## config.mk

```make
export PLATFORM = sky130hd
export DESIGN_NAME = gripper_grab_place_sequencer_core
export DESIGN_NICKNAME = d
export VERILOG_FILES = /design/src/rtl/ggps_pkg.sv /design/src/rtl/ggps_step.sv /design/src/rtl/gripper_grab_place_sequencer_core.sv
export SDC_FILE = /design/constraint.sdc
export NUM_CORES = 1
export LEC_CHECK = 0
export ABC_CLOCK_PERIOD_IN_PS = 4200
export BUFFER_PORTS_ARGS = -buffer_cell sky130_fd_sc_hd__buf_2
export CAP_MARGIN = 10
export CORE_MARGIN = 2
export CORE_UTILIZATION = 40
export CTS_BUF_LIST = sky130_fd_sc_hd__clkbuf_8
export DETAILED_ROUTE_END_ITERATION = 6
export SYNTH_ARGS = -nofsm -noshare
export SYNTH_HDL_FRONTEND = slang
export SYNTH_SLANG_ARGS = --single-unit
```

## constraint.sdc

```tcl
create_clock -name clock -period 4.2 [get_ports clock]
set_clock_uncertainty 0.2 [all_clocks]
set_input_delay 0.84 -clock clock [delete_from_list [all_inputs] [get_ports clock]]
set_output_delay 0.84 -clock clock [all_outputs]
set_load 0.05 [all_outputs]
```

## src/rtl/ggps_pkg.sv

```systemverilog
// Shared types and codes for the gripper grab/place sequencer.
package ggps_pkg;

   localparam int unsigned CFG_W   = 16;
   localparam int unsigned LEVEL_W = 17;
   localparam int unsigned CSR_IDX_W = 2;
   localparam int unsigned REQ_DATA_W = 8;
   localparam int unsigned RSP_DATA_W = 32;

   typedef enum logic [1:0] {
      REQ_TICK  = 2'd0,
      REQ_GRAB  = 2'd1,
      REQ_PLACE = 2'd2,
      REQ_ABORT = 2'd3
   } req_kind_type;

   typedef enum logic [CSR_IDX_W-1:0] {
      CSR_TIMEOUT    = 2'd0,
      CSR_GRIP_START = 2'd1,
      CSR_GRIP_STEP  = 2'd2,
      CSR_GRIP_LIMIT = 2'd3
   } csr_index_type;

   typedef enum logic [2:0] {
      PH_IDLE    = 3'd0,
      PH_EXTEND  = 3'd1,
      PH_WORK    = 3'd2,
      PH_MID     = 3'd3,
      PH_RETRACT = 3'd4,
      PH_DONE    = 3'd5
   } phase_type;

   typedef enum logic [1:0] {
      ARM_NONE    = 2'd0,
      ARM_EXTEND  = 2'd1,
      ARM_RETRACT = 2'd2
   } arm_cmd_type;

   localparam logic signed [1:0] SENSE_POS = 2'sb01;
   localparam logic signed [1:0] SENSE_NEG = 2'sb11;

   localparam logic [CFG_W-1:0] TIMEOUT_RST    = 16'd100;
   localparam logic [CFG_W-1:0] GRIP_START_RST = 16'd16384;
   localparam logic [CFG_W-1:0] GRIP_STEP_RST  = 16'd1024;
   localparam logic [CFG_W-1:0] GRIP_LIMIT_RST = 16'd65535;

   typedef struct packed {
      logic [CFG_W-1:0] timeout_ticks;
      logic [CFG_W-1:0] grip_start;
      logic [CFG_W-1:0] grip_step;
      logic [CFG_W-1:0] grip_limit;
   } cfg_type;

   typedef struct packed {
      phase_type          grab;
      phase_type          place;
      logic [LEVEL_W-1:0] grip_level;
      logic [CFG_W-1:0]   elapsed;
      logic               busy;
   } seq_state_type;

   typedef struct packed {
      req_kind_type      kind;
      logic signed [1:0] arm_position;
      logic signed [1:0] gripper_position;
      logic              hatch_held;
   } req_word_type;

   // lowest field last so the packed vector matches the bus layout
   typedef struct packed {
      logic [2:0]       place_phase;
      logic [2:0]       grab_phase;
      logic             fault;
      logic             busy_res;
      logic             grip_write;
      logic [CFG_W-1:0] grip_drive;
      logic [1:0]       arm_drive;
   } rsp_word_type;

   localparam int unsigned RSP_FIELDS_W = $bits(rsp_word_type);

endpackage

```

## src/rtl/ggps_step.sv

```systemverilog
// Next-state and result logic for one word of the sequencer.
module ggps_step (
   input  ggps_pkg::cfg_type       cfg,
   input  ggps_pkg::seq_state_type cur,
   input  ggps_pkg::req_word_type  req,
   output ggps_pkg::seq_state_type nxt,
   output ggps_pkg::rsp_word_type  rsp
);
   import ggps_pkg::*;

   logic               timed_out;
   logic               grab_fin;
   logic               place_fin;
   logic               moved;
   logic               fault;
   arm_cmd_type        arm_cmd;
   logic [CFG_W-1:0]   grip;
   logic               gwrite;
   logic [LEVEL_W-1:0] ramp_sum;

   assign timed_out = cur.elapsed > cfg.timeout_ticks;
   assign ramp_sum  = cur.grip_level + {1'b0, cfg.grip_step};

   always_comb begin
      nxt       = cur;
      moved     = 1'b0;
      fault     = 1'b0;
      arm_cmd   = ARM_NONE;
      grip      = '0;
      gwrite    = 1'b0;
      grab_fin  = 1'b0;
      place_fin = 1'b0;

      case (req.kind)
         REQ_TICK: begin
            case (cur.grab)
               PH_IDLE: grab_fin = 1'b1;
               PH_EXTEND: begin
                  arm_cmd = ARM_EXTEND;
                  if (req.arm_position == SENSE_POS || timed_out) begin
                     nxt.grab       = PH_WORK;
                     nxt.grip_level = {1'b0, cfg.grip_start};
                     moved          = 1'b1;
                  end
               end
               PH_WORK: begin
                  grip           = cur.grip_level[LEVEL_W-1] ? '1
                                                             : cur.grip_level[CFG_W-1:0];
                  gwrite         = 1'b1;
                  nxt.grip_level = ramp_sum;
                  if (req.hatch_held || ramp_sum >= {1'b0, cfg.grip_limit}) begin
                     nxt.grab = PH_MID;
                     moved    = 1'b1;
                  end
               end
               PH_MID: begin
                  nxt.grab = PH_RETRACT;
                  moved    = 1'b1;
               end
               PH_RETRACT: begin
                  arm_cmd = ARM_RETRACT;
                  if (req.arm_position == SENSE_NEG || timed_out) begin
                     nxt.grab = PH_DONE;
                     moved    = 1'b1;
                  end
               end
               PH_DONE: begin
                  nxt.grab = PH_IDLE;
                  moved    = 1'b1;
                  grab_fin = 1'b1;
               end
               default: begin
                  nxt.grab = PH_IDLE;
                  moved    = 1'b1;
                  fault    = 1'b1;
                  grab_fin = 1'b1;
               end
            endcase

            // place only steps once grab is out of the way
            if (grab_fin) begin
               case (cur.place)
                  PH_IDLE: place_fin = 1'b1;
                  PH_EXTEND: begin
                     arm_cmd = ARM_EXTEND;
                     if (req.arm_position == SENSE_POS || timed_out) begin
                        nxt.place = PH_WORK;
                        moved     = 1'b1;
                     end
                  end
                  PH_WORK: begin
                     grip   = '0;
                     gwrite = 1'b1;
                     if (req.gripper_position == SENSE_NEG || timed_out) begin
                        nxt.place = PH_MID;
                        moved     = 1'b1;
                     end
                  end
                  PH_MID: begin
                     nxt.place = PH_RETRACT;
                     moved     = 1'b1;
                  end
                  PH_RETRACT: begin
                     arm_cmd = ARM_RETRACT;
                     if (req.arm_position == SENSE_NEG || timed_out) begin
                        nxt.place = PH_DONE;
                        moved     = 1'b1;
                     end
                  end
                  PH_DONE: begin
                     nxt.place = PH_IDLE;
                     moved     = 1'b1;
                     place_fin = 1'b1;
                  end
                  default: begin
                     nxt.place = PH_IDLE;
                     moved     = 1'b1;
                     fault     = 1'b1;
                     place_fin = 1'b1;
                  end
               endcase
            end

            nxt.busy = ~place_fin;
            if (moved) begin
               nxt.elapsed = '0;
            end else if (cur.elapsed != '1) begin
               nxt.elapsed = cur.elapsed + 1'b1;
            end
         end
         REQ_GRAB, REQ_PLACE: begin
            if (cur.grab == PH_IDLE && cur.place == PH_IDLE) begin
               if (req.kind == REQ_GRAB) begin
                  nxt.grab = PH_EXTEND;
               end else begin
                  nxt.place = PH_EXTEND;
               end
               nxt.elapsed = '0;
            end
         end
         default: begin
            nxt.grab  = PH_IDLE;
            nxt.place = PH_IDLE;
            nxt.busy  = 1'b0;
         end
      endcase

      rsp.arm_drive   = arm_cmd;
      rsp.grip_drive  = gwrite ? grip : '0;
      rsp.grip_write  = gwrite;
      rsp.busy_res    = nxt.busy;
      rsp.fault       = fault;
      rsp.grab_phase  = nxt.grab;
      rsp.place_phase = nxt.place;
   end

endmodule

```

## src/rtl/gripper_grab_place_sequencer_core.sv

```systemverilog
// Top level of the gripper grab/place sequencer: state, config and result register.
//
//   channel  | direction | content
//   ---------+-----------+------------------------------------------------------
//   req_     | in        | tuser: word kind; tdata: arm, gripper, hatch readings
//   rsp_     | out       | tdata: drives, busy, fault, both phases
//   csr_     | in        | write enable, register index, 16-bit write data
//
// One word is accepted per cycle while ready; its result appears in the result register on the
// next cycle. The only loop is the sequence state register fed by one compare/add step.
// req_tready drops only while a result sits unclaimed and rsp_tready is low.
// Reset (synchronous) clears phases, counters, config and the valid flag to their defaults; result data is not reset.
module gripper_grab_place_sequencer_core (
   input  logic                                clock,
   input  logic                                reset,
   input  logic                                req_tvalid,
   output logic                                req_tready,
   input  logic [ggps_pkg::REQ_DATA_W-1:0]     req_tdata,  // arm_position, gripper_position, hatch_held
   input  logic [1:0]                          req_tuser,  // req_type
   output logic                                rsp_tvalid,
   input  logic                                rsp_tready,
   output logic [ggps_pkg::RSP_DATA_W-1:0]     rsp_tdata,  // arm_drive, grip_drive, grip_write,
                                                           // busy_res, fault, grab_phase, place_phase
   input  logic                                csr_wr_en,
   input  logic [ggps_pkg::CSR_IDX_W-1:0]      csr_index,
   input  logic [ggps_pkg::CFG_W-1:0]          csr_wdata
);
   import ggps_pkg::*;

   cfg_type       cfg_ff;
   seq_state_type state_ff;
   seq_state_type state_in;
   req_word_type  req_word;
   rsp_word_type  rsp_in;
   rsp_word_type  rsp_ff;
   logic          rsp_valid_ff;
   logic          accept;

   assign req_tready = ~rsp_valid_ff | rsp_tready;
   assign accept     = req_tvalid & req_tready;

   assign req_word.kind             = req_kind_type'(req_tuser);
   assign req_word.arm_position     = req_tdata[1:0];
   assign req_word.gripper_position = req_tdata[3:2];
   assign req_word.hatch_held       = req_tdata[4];

   ggps_step u_step (
      .cfg (cfg_ff),
      .cur (state_ff),
      .req (req_word),
      .nxt (state_in),
      .rsp (rsp_in)
   );

   always_ff @(posedge clock) begin
      if (reset) begin
         cfg_ff.timeout_ticks <= TIMEOUT_RST;
         cfg_ff.grip_start    <= GRIP_START_RST;
         cfg_ff.grip_step     <= GRIP_STEP_RST;
         cfg_ff.grip_limit    <= GRIP_LIMIT_RST;
      end else if (csr_wr_en) begin
         case (csr_index_type'(csr_index))
            CSR_TIMEOUT:    cfg_ff.timeout_ticks <= csr_wdata;
            CSR_GRIP_START: cfg_ff.grip_start    <= csr_wdata;
            CSR_GRIP_STEP:  cfg_ff.grip_step     <= csr_wdata;
            CSR_GRIP_LIMIT: cfg_ff.grip_limit    <= csr_wdata;
            default: ;
         endcase
      end
   end

   always_ff @(posedge clock) begin
      if (reset) begin
         state_ff.grab       <= PH_IDLE;
         state_ff.place      <= PH_IDLE;
         state_ff.grip_level <= '0;
         state_ff.elapsed    <= '0;
         state_ff.busy       <= 1'b0;
      end else if (accept) begin
         state_ff <= state_in;
      end
   end

   // hold the result until taken; load a new one on every accepted word
   always_ff @(posedge clock) begin
      if (reset) begin
         rsp_valid_ff <= 1'b0;
      end else if (accept) begin
         rsp_valid_ff <= 1'b1;
      end else if (rsp_tready) begin
         rsp_valid_ff <= 1'b0;
      end
   end

   always_ff @(posedge clock) begin
      if (accept) begin
         rsp_ff <= rsp_in;
      end
   end

   assign rsp_tvalid = rsp_valid_ff;
   assign rsp_tdata  = {{(RSP_DATA_W-RSP_FIELDS_W){1'b0}}, rsp_ff};

endmodule
```

==> results of run 1 <==
final timing paths:
path | from | endpoint | slack, ps | cells past startpoint
hold reg to reg | cfg_ff[42]$_SDFFE_PP0P_ | cfg_ff[42]$_SDFFE_PP0P_ | 260 | 2
hold / removal | cfg_ff[42]$_SDFFE_PP0P_ | cfg_ff[42]$_SDFFE_PP0P_ | 260 | 2
setup / recovery | state_ff[17]$_SDFFE_PP0P_ | state_ff[5]$_SDFFE_PP0P_ | 100 | 19
setup reg to reg | state_ff[17]$_SDFFE_PP0P_ | state_ff[5]$_SDFFE_PP0P_ | 100 | 19
stage by stage:
| stage | setup WS [ps] | utilization, % |
|---|---|---|
| 2_1_floorplan | 285 | - |
| 3_3_place_gp | -257 | 44.9 |
| 3_5_place_dp | -223 | 44.9 |
| 4_1_cts | 0.198 | 47.7 |
| 5_1_grt | -66.0 | 48.7 |
| 6_report | 99.8 | 48.7 |
Yosys cell counts (3+ instances only):
cell type	count	area, um^2
sky130_fd_sc_hd__inv_1	59	221
sky130_fd_sc_hd__a311oi_1	9	78.8
sky130_fd_sc_hd__nor2b_1	6	37.5
sky130_fd_sc_hd__clkbuf_1	39	146
sky130_fd_sc_hd__nand4_1	14	87.6
sky130_fd_sc_hd__ha_1	52	651
sky130_fd_sc_hd__mux2_2	3	33.8
sky130_fd_sc_hd__o21ai_0	27	135
sky130_fd_sc_hd__mux2i_1	3	30.0
sky130_fd_sc_hd__o211ai_1	25	188
sky130_fd_sc_hd__nand3_1	29	145
sky130_fd_sc_hd__nor4_1	5	31.3
sky130_fd_sc_hd__a31oi_1	11	68.8
sky130_fd_sc_hd__nand3b_1	5	37.5
sky130_fd_sc_hd__o21a_1	19	143
sky130_fd_sc_hd__o221ai_1	7	61.3
sky130_fd_sc_hd__nor3_1	9	45.0
sky130_fd_sc_hd__buf_4	5	37.5
sky130_fd_sc_hd__nand2b_1	4	25.0
sky130_fd_sc_hd__xor2_1	5	43.8
sky130_fd_sc_hd__o31ai_1	4	30.0
sky130_fd_sc_hd__nor2_1	50	188
sky130_fd_sc_hd__nand2_1	177	664
sky130_fd_sc_hd__a211oi_1	7	52.6
sky130_fd_sc_hd__edfxtp_1	27	811
sky130_fd_sc_hd__o221ai_2	6	90.1
sky130_fd_sc_hd__buf_1	3	11.3
sky130_fd_sc_hd__xnor2_1	10	87.6
sky130_fd_sc_hd__nor3b_1	5	37.5
sky130_fd_sc_hd__dfxtp_1	105	2100
sky130_fd_sc_hd__or3_1	3	18.8
sky130_fd_sc_hd__a21o_1	10	75.1
sky130_fd_sc_hd__and3_1	5	31.3
sky130_fd_sc_hd__a21oi_1	83	415
sequential cells by signal, summed over array words and instances (netlist names):
| register | flops |
|---|---|
| cfg_ff | 64 |
| state_ff | 40 |
| rsp_tdata | 27 |
| rsp_tvalid | 1 |
per-layer routing:
layer	track usage [%]	share of wire, %	up-vias
met2	30.4	44	154
met3	3.21	4.1	19
met4	5.80	1.1	0
met1	29.0	50	3042
li1	-	-	3271
met5	0	0	-
tightest hold or removal path, stage by stage (launching register included):
cell and delay, ps:
sky130_fd_sc_hd__dfxtp_1 310, sky130_fd_sc_hd__nand2_1 50, sky130_fd_sc_hd__a21oi_1 50
kinds of logic after synthesis:
logic type	count (synthesis)
AO/OA/AOI/OAI	231
XOR/XNOR	15
adder cells (fa/ha/maj)	53
buffers and inverters	110
flip-flops	132
multiplexers	6
other	1
AND/OR/NAND/NOR	325
power groups by stage:
stage | sequential [mW] | combinational (mW) | clock [mW]
6_report | 1.35 | 0.317 | 1.03
4_1_cts | 1.35 | 0.309 | 1.05
2_1_floorplan | 1.42 | 0.160 | 0
3_3_place_gp | 1.38 | 0.297 | 0
5_1_grt | 1.35 | 0.345 | 1.10
3_5_place_dp | 1.38 | 0.299 | 0
layout make-up:
cell class | count | area, um^2 | share of cell area (%)
Clock inverter | 14 | 121 | 1.40
Clock buffer | 18 | 248 | 2.85
Inverter | 61 | 229 | 2.64
Timing Repair Buffer | 122 | 796 | 9.17
Tap cell | 229 | 287 | 3.30
Multi-Input combinational cell | 635 | 4080 | 47.0
Sequential cell | 132 | 2920 | 33.6
timing repair:
action | in CTS | in global routing
endpoints found under the setup margin | 18 | 18
pin swaps | 12 | 15
buffers inserted | 7 | 7
cloned | 2 | 0
gates resized for setup | 12 | 30
==> qor_table.md, run 1 <==
| Step | Result | Reported |
|---|---|---|
| final layout | Most frequent standard cell in the layout excluding fill and tap cells | sky130_fd_sc_hd__nand2_1 |
| clock tree | Maximum level of the CTS H-tree | 4 |
| grt | Global-route wire length before repair | 30.7 mm |
| final layout | Final Net Count | 1055 |
| grt | Number of antenna violations at the first check in global routing | 0 |
| drt | Number of optimization iterations in the first detailed-route pass | 5 |
| floorplan | I/O Pins | 67 |
| worst setup path | Critical path peak fanout | 6 |
| clock tree | CTS sink count | 132 |
| place | Post-placement cell area | 8000 um^2 |
| clock tree | Hold-fix buffer count after cts | 0 |
| yosys | Top FF cell, synth | sky130_fd_sc_hd__dfxtp_1 |
| floorplan | Row Count | 49 |
| clock tree | Clock transition at the registers of the reported paths | 80 ps |
| worst setup path | CP Launch Type | register |
| drt | Count of vias placed by the detailed router | 6486 |
| yosys | Dominant combinational cell family by area after synthesis | compound AO/OA/AOI/OAI gates |
| sta | Final setup violation count | 0 |
| worst setup path | Critical Setup Path Class | register to register |
| power and ir drop | Cell Pwr Density | 310 nW/um^2 |
| power and ir drop | Clock power share | 38.2% |
| yosys | Fraction of synthesized area in multiplexers | 0.881% |
| final layout | Final instance area | 8680 um^2 |
| sta | Post-route minimum period | 4100 ps |
| sta | Setup total negative slack | 0 ps |
| place | Post-DP HPWL | 13.4 mm |
| sta | Number of pins exceeding their max-slew limit in the final report | 0 |
| worst setup path | Crit path cell chain | ha_4, buf_6, fa_2, a211oi_2, o211ai_1, a21oi_2, o21bai_1, xor2_1, ha_1, nand3_2, nor3_1, a211oi_2, o21a_4, o32ai_4, nor3_2, buf_4, nand2_4, buf_8, o221ai_1 |
| grt | Overall global routing resource usage | 19.9% |
| yosys | Post-synthesis sequential element count | 132 |
| drt | Antenna-violating nets left | 0 |
| yosys | Adder and majority gate portion of the synthesized area | 9.26% |
| sta | Final cycle utilization of the critical path | 97.6% |
| flow run | Number of max-cap violations | 0 |
| grt | Leftover overflow at the end of global routing | 0 |
| drt | Detailed-route DRC error count | 0 |
| yosys | Synth Area in XOR/XNOR | 1.81% |
| worst setup path | Slowest library cell on the worst path | sky130_fd_sc_hd__fa_2 |
| power and ir drop | Peak VDD IR | 182 uV |
| floorplan | Area of the core | 17800 um^2 |
| yosys | Number of flops mapped to enable cells by yosys | 27 |
| grt | Vias in the first global route | 5843 |
| worst setup path | Gate family responsible for the most delay along the worst path | compound AO/OA/AOI/OAI gates |
| clock tree | Number of buffers added by the clock tree synthesis step | 17 |
| floorplan | Die footprint | 19200 um^2 |
| place | Number of I/O port buffers | 58 |
| final layout | Diodes inserted | 0 |
| sta | Relative slew slack | 21.7% |
| final layout | Fraction of layout cells with a size suffix above 1 | 20.6% |
| drt | Final Routed Wirelength | 19.3 mm |
| clock tree | Maximum root-to-sink buffer count | 2 |
| sta | Total count of hold-check failures in the final report | 0 |
| grt | Maximum number of pins on one net before global-route repair | 55 |
| floorplan | Initial Util | 40.6% |
| yosys | Yosys synthesis warning count | 0 |
| power and ir drop | Pwr Total | 2.69 mW |
| power and ir drop | Part of the total power dissipated in combinational logic | 11.8% |
| yosys | Async S/R FF share, synth | 0% |
| floorplan | Die height | 139 um |
| yosys | Netlist cell types | 67 |
| place | Cell count after placement | 1163 |
| yosys | Cells after synthesis | 873 |
| final layout | Highest-count cells in the layout ignoring fill and taps | sky130_fd_sc_hd__nand2_1 (176), sky130_fd_sc_hd__dfxtp_1 (101), sky130_fd_sc_hd__a21oi_1 (79) |
| power and ir drop | Sw frac | 27.4% |
| drt | Number of violations reported at the end of detailed-routing iteration 0 | 480 |
| floorplan | X dimension of the die | 139 um |
| yosys | Average cell area after synthesis | 8.30 um^2 |
| sta | Actual transition at the worst max-transition pin | 1170 ps |
| clock tree | Root Buffer | sky130_fd_sc_hd__clkbuf_8 |
| final layout | Layout fillers | 1756 |
| yosys | Post-Synth Simple-Gate Area | 20.4% |
| power and ir drop | P_sw | 0.737 mW |
| worst setup path | Largest incremental delay on the critical path | 350 ps |
| drt | Detailed-route wire length per cell | 16.0 um |
| worst setup path | Required time at the worst-slack endpoint | 4370 ps |
| run status | Result of the run | completed |
| worst setup path | Buffers plus inverters on the worst setup path | 3 |
| power and ir drop | Internal power | 1.96 mW |
| yosys | Area of the mapped netlist | 7240 um^2 |
| worst setup path | Critical path capture point type | register |
| place | Routability Congestion | 0.884 |
| clock tree | Clock tree from TritonCTS | done |
| drt | Routed via count divided by cell count | 5.36 |
| yosys | Compound-Gate Fraction of Synth Area | 21.3% |
| min path | Class of the tightest hold or removal check | register to register |
| yosys | Post-synthesis sequential area ratio | 40.2% |
| worst setup path | Most common cell on crit path | sky130_fd_sc_hd__a211oi_2 |
| sta | Maximum clock frequency | 0.244 GHz |
| sta | Worst hold slack | 256 ps |
| power and ir drop | Leakage power summed over all cells | 3.55 nW |
| power and ir drop | Share of power burned in registers | 50.1% |
| clock tree | Source-to-sink clock delay at the later pin of the worst-skew pair | 460 ps |
| final layout | Filler-free cell count of the finished design | 1211 |
| worst setup path | Critical path data arrival time | 4270 ps |
| final layout | P&R area growth vs syn | 19.9% |
Power figures use the tool's default switching activity.
==> run 2: changes to the inputs <==
--- a/config.mk
+++ b/config.mk
@@ -8,6 +8,7 @@
 export ABC_CLOCK_PERIOD_IN_PS = 4200
 export BUFFER_PORTS_ARGS = -buffer_cell sky130_fd_sc_hd__buf_2
 export CAP_MARGIN = 10
+export CORE_ASPECT_RATIO = 0.6
 export CORE_MARGIN = 2
 export CORE_UTILIZATION = 40
 export CTS_BUF_LIST = sky130_fd_sc_hd__clkbuf_8
==> qor_table.md, run 2 (same netlist as run 1, synthesis figures left out) <==
| Step | Result | Reported |
|---|---|---|
| run status | Result of the run | completed |
| floorplan | Die footprint | 19200 um^2 |
| worst setup path | Largest incremental delay on the critical path | 400 ps |
| grt | Maximum number of pins on one net before global-route repair | 63 |
| floorplan | X dimension of the die | 178 um |
| final layout | Diodes inserted | 0 |
| grt | Number of antenna violations at the first check in global routing | 0 |
| worst setup path | Required time at the worst-slack endpoint | 4360 ps |
| drt | Routed via count divided by cell count | 5.41 |
| place | Pre-CTS setup slack | -148 ps |
| final layout | Highest-count cells in the layout ignoring fill and taps | sky130_fd_sc_hd__nand2_1 (174), sky130_fd_sc_hd__dfxtp_1 (98), sky130_fd_sc_hd__a21oi_1 (79) |
| worst setup path | CP Launch Type | register |
| sta | Actual transition at the worst max-transition pin | 1200 ps |
| clock tree | Maximum root-to-sink buffer count | 2 |
| sta | Total count of hold-check failures in the final report | 0 |
| floorplan | Initial Util | 40.5% |
| worst setup path | Launch instance of the worst register-to-register path | state_ff[17]$_SDFFE_PP0P_ |
| clock tree | Clock transition at the registers of the reported paths | 90 ps |
| final layout | Fraction of layout cells with a size suffix above 1 | 20.5% |
| sta | Setup total negative slack | 0 ps |
| drt | Antenna-violating nets left | 0 |
| power and ir drop | Peak VDD IR | 190 uV |
| min path | Class of the tightest hold or removal check | register to register |
| grt | Global-route wire length before repair | 32.7 mm |
| final layout | Final Net Count | 1038 |
| final layout | Top register by number of flip-flops | cfg_ff |
| sta | Number of pins exceeding their max-slew limit in the final report | 0 |
| clock tree | CTS sink count | 132 |
| final layout | P&R area growth vs syn | 20.2% |
| flow run | Number of max-cap violations | 0 |
| drt | Count of vias placed by the detailed router | 6525 |
| sta | Post-route minimum period | 4120 ps |
| drt | Final Routed Wirelength | 20.7 mm |
| final layout | Most frequent standard cell in the layout excluding fill and tap cells | sky130_fd_sc_hd__nand2_1 |
| drt | Detailed-route wire length per cell | 17.2 um |
| floorplan | I/O Pins | 67 |
| worst setup path | Critical path capture point type | register |
| drt | Number of violations reported at the end of detailed-routing iteration 0 | 549 |
| drt | Number of optimization iterations in the first detailed-route pass | 5 |
| floorplan | Die height | 108 um |
| worst setup path | Critical path peak fanout | 10 |
| drt | Detailed-route DRC error count | 0 |
| final layout | Layout fillers | 1771 |
| worst setup path | Crit path cell chain | ha_4, buf_6, fa_2, a211oi_2, o211ai_1, a21oi_2, buf_4, xnor2_4, ha_4, a211oi_2, o21ai_1, a211oi_1, o21a_1, o32ai_4, nor3_4, nand2_2, buf_12, o221ai_2 |
| worst setup path | Slowest library cell on the worst path | sky130_fd_sc_hd__fa_2 |
| worst setup path | Worst setup slack for register-to-register paths | 80 ps |
| clock tree | Source-to-sink clock delay at the later pin of the worst-skew pair | 450 ps |
| worst setup path | Critical Setup Path Class | register to register |
| place | Post-DP HPWL | 14.8 mm |
| worst setup path | Critical path data arrival time | 4280 ps |
| sta | RSZ-0062 raised after global routing | true |
| place | Number of I/O port buffers | 58 |
| min path | Hold Path Cell Cnt | 2 |
| worst setup path | Depth of the worst register-to-register path | 18 |
| floorplan | Row Count | 38 |
| grt | Leftover overflow at the end of global routing | 0 |
| sta | Maximum clock frequency | 0.243 GHz |
| min path | Hold-critical path endpoint | cfg_ff[47]$_SDFFE_PP0P_ |
| grt | Overall global routing resource usage | 22.3% |
| sta | Smallest setup slack after layout | 77.7 ps |
| min path | Worst min-delay path startpoint | cfg_ff[47]$_SDFFE_PP0P_ |
| sta | Final setup violation count | 0 |
| sta | Final cycle utilization of the critical path | 98.1% |
| clock tree | Number of buffers added by the clock tree synthesis step | 17 |
| sta | Relative slew slack | 19.9% |
| clock tree | Maximum level of the CTS H-tree | 4 |
| floorplan | Area of the core | 17900 um^2 |
| worst setup path | Gate family responsible for the most delay along the worst path | compound AO/OA/AOI/OAI gates |
| worst setup path | Buffers plus inverters on the worst setup path | 3 |
| power and ir drop | Cell Pwr Density | 331 nW/um^2 |
| grt | Vias in the first global route | 5698 |
| worst setup path | Capture instance of the worst register-to-register path | state_ff[5]$_SDFFE_PP0P_ |
| final layout | Number of flip-flops in the largest register | 64 |
| clock tree | Root Buffer | sky130_fd_sc_hd__clkbuf_8 |
| place | Routability Congestion | 0.873 |
| clock tree | Clock tree from TritonCTS | done |
| worst setup path | Cell count along the critical path | 18 |
| clock tree | Hold-fix buffer count after cts | 0 |
| power and ir drop | Leakage power summed over all cells | 3.47 nW |
==> run 2: changes by cell type in the layout (fill, tap and decap cells not counted), sizes merged <==
cell | previous run | this run
clkbuf | 18 | 17
bufinv | 2 | 4
buf | 122 | 105
clkinvlp | 2 | 4
inv | 64 | 61
==> run 2: layout make-up <==
| class | instances | area [um^2] | share of cell area, % |
|---|---|---|---|
| inverter | 61 | 229 | 2.63 |
| clock inverter | 15 | 204 | 2.34 |
| sequential | 132 | 2920 | 33.6 |
| tap | 240 | 300 | 3.45 |
| clock buffer | 17 | 234 | 2.69 |
| timing repair buffer | 105 | 676 | 7.76 |
| multi-input combinational | 635 | 4140 | 47.6 |
==> run 2: where the power goes <==
group	switching [mW]	internal (mW)	total [mW]	leakage, nW
combinational	0.225	0.0957	0.321	2.13
sequential	0.0197	1.33	1.35	1.13
clock	0.556	0.650	1.21	0.209
total	0.801	2.08	2.88	3.47
==> run 2: worst max path at each step <==
stage | endpoint | startpoint
after floorplan | state_ff[12]$_SDFFE_PP0P_ | cfg_ff[17]$_SDFFE_PP0P_
after global placement | state_ff[37]$_SDFFE_PP0P_ | cfg_ff[17]$_SDFFE_PP0P_
after detailed placement | state_ff[37]$_SDFFE_PP0P_ | cfg_ff[17]$_SDFFE_PP0P_
after CTS | state_ff[5]$_SDFFE_PP0P_ | cfg_ff[17]$_SDFFE_PP0P_
after global routing | state_ff[9]$_SDFFE_PP0P_ | state_ff[17]$_SDFFE_PP0P_
final | state_ff[5]$_SDFFE_PP0P_ | state_ff[17]$_SDFFE_PP0P_
==> run 2: metrics by stage <==
stage / util (%) / instance area, um^2 / power [mW] / instances / hold WS, ps
5_1_grt: 48.7 / 8700 / 2.98 / 1205 / 274
3_5_place_dp: 44.6 / 7970 / 1.68 / 1166 / 247
2_1_floorplan: - / 7260 / 1.58 / 877 / 236
6_report: 48.7 / 8700 / 2.88 / 1205 / 258
3_3_place_gp: 44.6 / 7970 / 1.68 / 1166 / 243
4_1_cts: 47.4 / 8470 / 2.88 / 1201 / 260
==> run 2: worst register-to-register path, cell delays in order, from the launching register on <==
cell and delay [ps]:
sky130_fd_sc_hd__dfxtp_2 340, sky130_fd_sc_hd__ha_4 170, sky130_fd_sc_hd__buf_6 120, sky130_fd_sc_hd__fa_2 400
sky130_fd_sc_hd__a211oi_2 240, sky130_fd_sc_hd__o211ai_1 160, sky130_fd_sc_hd__a21oi_2 230, sky130_fd_sc_hd__buf_4 170
sky130_fd_sc_hd__xnor2_4 150, sky130_fd_sc_hd__ha_4 240, sky130_fd_sc_hd__a211oi_2 200, sky130_fd_sc_hd__o21ai_1 100
sky130_fd_sc_hd__a211oi_1 210, sky130_fd_sc_hd__o21a_1 230, sky130_fd_sc_hd__o32ai_4 140, sky130_fd_sc_hd__nor3_4 290
sky130_fd_sc_hd__nand2_2 120, sky130_fd_sc_hd__buf_12 180, sky130_fd_sc_hd__o221ai_2 150
==> run 2: timing repair <==
item / in CTS / in global routing
resized for setup: 6 / 41
setup endpoints to repair: 18 / 18
buffers inserted: 3 / 5
pin swaps: 6 / 28
==> run 2: metal layers <==
metal	up-vias	GRT usage [%]	part of all wire (%)
li1	3245	-	-
met1	3045	38.1	55
met2	216	27.6	36
met3	19	3.23	7.4
met4	0	5.68	1.0
met5	-	0	0
